<file path="src/rtl/jer_pkg.sv">
// Shared constants, types and helpers for the jitter entropy ring whitener.
package jer_pkg;

	localparam int POOL_DEPTH = 1024;
	localparam int IDX_W      = $clog2(POOL_DEPTH);

	localparam logic [31:0] LCG_MULT = 32'd1103515245;

	localparam logic OP_TICK = 1'b0;
	localparam logic OP_READ = 1'b1;

	typedef logic [IDX_W-1:0] idx_t;

	// Commands from the controller to the datapath.
	typedef struct packed {
		logic clr_wr;     // write zero at the clearing counter
		logic acc_upd;    // fold the sample into the accumulator
		logic rd_wi;      // read the pool entry at the write index
		logic tick_wr;    // write back the folded byte, advance write index
		logic rd_ri;      // read the pool entry at the read index, multiply
		logic rd_load;    // finish a read: new whitener and result
		logic empty_load; // load an invalid result for an empty ring
	} cmd_t;

	// Status from the datapath to the controller.
	typedef struct packed {
		logic clr_last;
		logic sample_nz;
		logic ring_full;
		logic ring_empty;
		logic phase_wrap;
		logic out_free;
	} stat_t;

	function automatic idx_t ring_next(idx_t i);
		idx_t n;
		n = i + idx_t'(1);
		if (i == idx_t'(POOL_DEPTH - 1)) begin
			n = '0;
		end
		return n;
	endfunction

endpackage

</file>
<file path="src/rtl/jer_ctrl.sv">
// Controller state machine for the entropy ring: clearing, ticks and reads.
module jer_ctrl (
	input  logic          clk,
	input  logic          arst_n,
	input  logic          item_valid,
	input  logic          operation,
	input  jer_pkg::stat_t stat,
	output logic          item_ready,
	output jer_pkg::cmd_t  cmd
);
	import jer_pkg::*;

	typedef enum logic [4:0] {
		ST_CLEAR     = 5'b00001,
		ST_IDLE      = 5'b00010,
		ST_TICK_WR   = 5'b00100,
		ST_RD_OUT    = 5'b01000,
		ST_EMPTY_OUT = 5'b10000
	} state_t;

	state_t state_q, state_d;
	logic   accept;

	assign item_ready = (state_q == ST_IDLE);
	assign accept     = item_ready && item_valid;

	always_comb begin
		state_d = state_q;
		cmd     = '0;
		case (state_q)
			ST_CLEAR: begin
				cmd.clr_wr = 1'b1;
				if (stat.clr_last) begin
					state_d = ST_IDLE;
				end
			end
			ST_IDLE: begin
				if (accept) begin
					if (operation == OP_TICK) begin
						// Zero samples and ticks on a full ring leave everything alone.
						if (stat.sample_nz && !stat.ring_full) begin
							cmd.acc_upd = 1'b1;
							if (stat.phase_wrap) begin
								cmd.rd_wi = 1'b1;
								state_d   = ST_TICK_WR;
							end
						end
					end else if (stat.ring_empty) begin
						state_d = ST_EMPTY_OUT;
					end else begin
						cmd.rd_ri = 1'b1;
						state_d   = ST_RD_OUT;
					end
				end
			end
			ST_TICK_WR: begin
				cmd.tick_wr = 1'b1;
				state_d     = ST_IDLE;
			end
			ST_RD_OUT: begin
				if (stat.out_free) begin
					cmd.rd_load = 1'b1;
					state_d     = ST_IDLE;
				end
			end
			ST_EMPTY_OUT: begin
				if (stat.out_free) begin
					cmd.empty_load = 1'b1;
					state_d        = ST_IDLE;
				end
			end
			default: begin
				state_d = ST_IDLE;
			end
		endcase
	end

	always_ff @(posedge clk or negedge arst_n) begin
		if (!arst_n) begin
			state_q <= ST_CLEAR;
		end else begin
			state_q <= state_d;
		end
	end

endmodule

</file>
<file path="config.mk">
export PLATFORM = sky130hd
export DESIGN_NAME = jer_ctrl
export DESIGN_NICKNAME = d
export VERILOG_FILES = /design/src/rtl/jer_pkg.sv /design/src/rtl/jer_ctrl.sv
export SDC_FILE = /design/constraint.sdc
export NUM_CORES = 1
export LEC_CHECK = 0
export BUFFER_PORTS_ARGS = -buffer_cell sky130_fd_sc_hd__clkbuf_2
export CAP_MARGIN = 20
export CORE_AREA = 2 2 39 41
export CTS_BUF_LIST = sky130_fd_sc_hd__clkbuf_4
export CTS_CLUSTER_SIZE = 24
export DETAILED_ROUTE_END_ITERATION = 8
export DIE_AREA = 0 0 41 43
export GPL_TIMING_DRIVEN = 0
export PLACE_DENSITY = 0.58
export SLEW_MARGIN = 40
export SYNTH_ARGS = -nofsm -noshare
export SYNTH_HDL_FRONTEND = slang
export SYNTH_SLANG_ARGS = --single-unit
</file>
<file path="constraint.sdc">
create_clock -name clk -period 3.2 [get_ports clk]
set_input_delay 0.16 -clock clk [delete_from_list [all_inputs] [get_ports clk]]
set_output_delay 0.16 -clock clk [all_outputs]
set_load 0.01 [all_outputs]
</file>
==> summary.md <==
| Metric | Value |
|---|---|
| Drt wl/cell | 10.11 µm |
| Inserted Diodes | 0 |
| IO Pins | 18 |
| LEAKAGE | 0.2393 nW |
| Actual slew at the worst max-slew pin | 0.4502 ns |
| Fillers | 157 |
| Hold Path Class | input port to register |
| Sequential fraction of the synthesis area | 0.3594 |
| Vias in the first global route | 317 |
| Post-layout power | 0.1899 mW |
| Worst setup margin | 1.460 ns |
| Setup repair after global routing missed its margin | no |
| Num CTS Buffers | 3 |
| Max Cap Viol | 0 |
| Setup Total Neg Slack | 0 ns |
| Root Buffer | clkbuf_4 |
| Setup-failing EPs final | 0 |
| Clock Sinks | 5 |
| Required @ worst endpoint | 3.04 ns |
| Worst path max stage delay | 0.36 ns |
| DR pass1 iterations | 4 |
| RR Startpoint | state_q[4] |
| Reg2Reg Setup Slack | 1.83 ns |
| Synth area leaders | dfrtp_1 (28%), dfstp_2 (7.5%), nor4b_1 (7.5%), nand4b_4 (6.8%), nand2_1 (6.4%) |
| Starting Density | 0.2541 |
| RD Place Congestion | 0.6540 |
| Port bufs | 17 |
| Row count | 14 |
| Tmin final | 1.740 ns |
| Remaining global-route overflow | 0 |
| Via Count | 365 |
| Global-route wire length before repair | 1255 µm |
| Syn_area_per_cell | 9.252 µm² |
| Crit Path Max Fanout | 8 |
| Power Density | 382.3 nW/µm² |
| Die area | 1763 µm² |
| Register area | 126.4 µm² |
| Worst Clk Skew | 0.002628 ns |
| Post-DRT Antenna Nets | 0 |
| Final Hold Vio Count | 0 |
| DIE HEIGHT | 43 µm |
| End of the critical path | cmd[4] |
| Final slew viol count | 0 |
| Cell Area, Synth | 351.6 µm² |
| Cell variety after synth | 21 |
| Gate Count Post-Synth | 38 |
| Pin count of the biggest net entering global routing | 9 |
| Post-CTS Setup Repair Bufs | 0 |
| H-tree levels | 1 |
| Layout area overhead | 41.28% |
| Hold WS | 0.06718 ns |
| CTS clock-pin slew for the worst setup and hold paths | 0.04 ns |
| Largest register FFs | 5 |
| Global Route Usage Sum | 0.1081 |
| IR drop worst, VDD | 183.0 µV |
| Cell taking the most area after synthesis | dfrtp_1 |
| Vias per inst | 4.803 |
| F_max | 574.7 MHz |
| CTS tree | built |
| Critical hold path startpoint | stat[5] |
| Synth Net Count | 48 |
| DRC viols | 0 |
| Async set-reset flop share out of synthesis | 1.000 |
| Core ar. | 1384 µm² |
| Fraction of synthesized cell area taken by the top area cell type | 0.2847 |
| Final wirelength | 768 µm |
| Largest regs | state_q (5) |
| Synth top cells by count | nand2_1 (6), dfrtp_1 (4), nor4_1 (3), nor4b_1 (3) |
| Data arrival time of the critical path | 1.58 ns |
| #FFs+latches synth | 5 |
| DIE WIDTH | 41 µm |
| Final critical-path share of the clock period | 0.5437 |
| Crit path launch type | register |
| Post-synth EDFFs | 0 |
| Initial drt markers | 4 |
| Final core utilization | 0.3590 |
| Warnings, synthesis | 0 |
| Latest clock arrival within the worst-skew pair | 0.24 ns |
| CP Capture Type | output port |
| Area of the multi-input gates | 202.7 µm² |
| Relative slew slack | 0.6971 |
| Max stage delay cell, worst path | dfrtp_1 |
| CTS Buffer Depth | 2 |
| Initial antenna violation count | 0 |
| Placed wire-length estimate | 618.2 µm |
| Status | finished clean |
| Worst Setup SP | state_q[4] |
| RR Endpoint | state_q[2] |
| Crit Path Category | register to output port |
| Worst R2R Path Depth | 4 |
| NumNets Final | 71 |
| Largest register by flop count | state_q |
| Most common cell in the netlist | nand2_1 |
| Fraction of layout cells with a size suffix above 1 | 0.4500 |
| Prevailing post-synth register cell | dfrtp_1 |
| Worst-path cell chain | buf_6 -> nor3_4 -> nand4b_4 -> nor4b_1 -> clkbuf_2 |
| Pre-CTS setup slack | 1.693 ns |
metal layers:
metal,track usage,wire [µm],vias up
met5,0,0,-
met1,0.1180,334,165
met3,0.03141,53,0
li1,-,-,185
met4,0.08000,0,0
met2,0.1656,381,15
cell type report:
| type | instances | area share |
|---|---|---|
| inverter | 2 | 0.01511 |
| multi-input combinational | 29 | 0.4081 |
| clock buffer | 4 | 0.06045 |
| timing repair buffer | 18 | 0.1914 |
| sequential | 5 | 0.2544 |
| tap | 16 | 0.04030 |
| buffer | 2 | 0.03023 |
cell usage in the layout (no fill, tap or decap):
cell type,instances
nand4b_4,1
clkbuf_2,17
or2_2,1
nor2_1,2
dfrtp_1,4
nand2b_1,1
nor3b_1,1
nand2_1,6
o221a_2,1
nor3_1,2
dfstp_2,1
clkbuf_4,4
xor2_1,1
clkbuf_1,1
a31oi_1,1
inv_1,2
nor4_1,3
nand3b_1,2
or3_1,1
dlygate4sd3_1,1
nor4b_1,3
nor3_4,1
buf_6,1
o21ai_1,2
stage by stage:
stage	instances	cell area (µm²)
after floorplan	38	351.6
final	76	496.7
after global routing	76	496.7
after detailed placement	71	456.7
after global placement	71	456.7
after CTS	76	496.7
where the power goes:
part | switching, mW | internal, mW | leakage [nW]
Clock | 0.0240 | 0.0555 | 0.0184
Combinational | 0.0203 | 0.0203 | 0.159
Sequential | 0.00339 | 0.0664 | 0.0614
Total | 0.0477 | 0.142 | 0.239
what timing repair did:
| action | in CTS | in global routing |
|---|---|---|
| setup endpoints to repair | 0 | 0 |
| resized for setup | 0 | 0 |
| hold buffers | 1 | 0 |
| hold endpoints to repair | 5 | 0 |
logic make-up (layout without fill, tap and decap cells):
kind of cell	count (synthesis)	in the layout	share of synthesized area
and+or+nand+nor	24	24	0.4734
xor gates and xnor gates	1	1	0.02492
AOI/OAI and AO/OA	4	4	0.07830
buffers and inverters	4	26	0.06405
DFF	5	5	0.3595
critical path, delay by kind of cell, from the launching register on:
family	cells	cell delay (ns)
buf+inv	2	0.32
simple gates	3	0.66
flops	1	0.36
worst min-delay path by stage:
stage | to | cells after the start | slack, ns
after detailed placement | state_q[2] | 1 | -0.02
after global routing | state_q[0] | 2 | 0.06
after global placement | state_q[4] | 1 | -0.02
final | state_q[0] | 2 | 0.07
after floorplan | state_q[1] | 0 | -0.14
after CTS | state_q[0] | 2 | 0.06
Note: power is estimated with default switching activity, not from simulation.
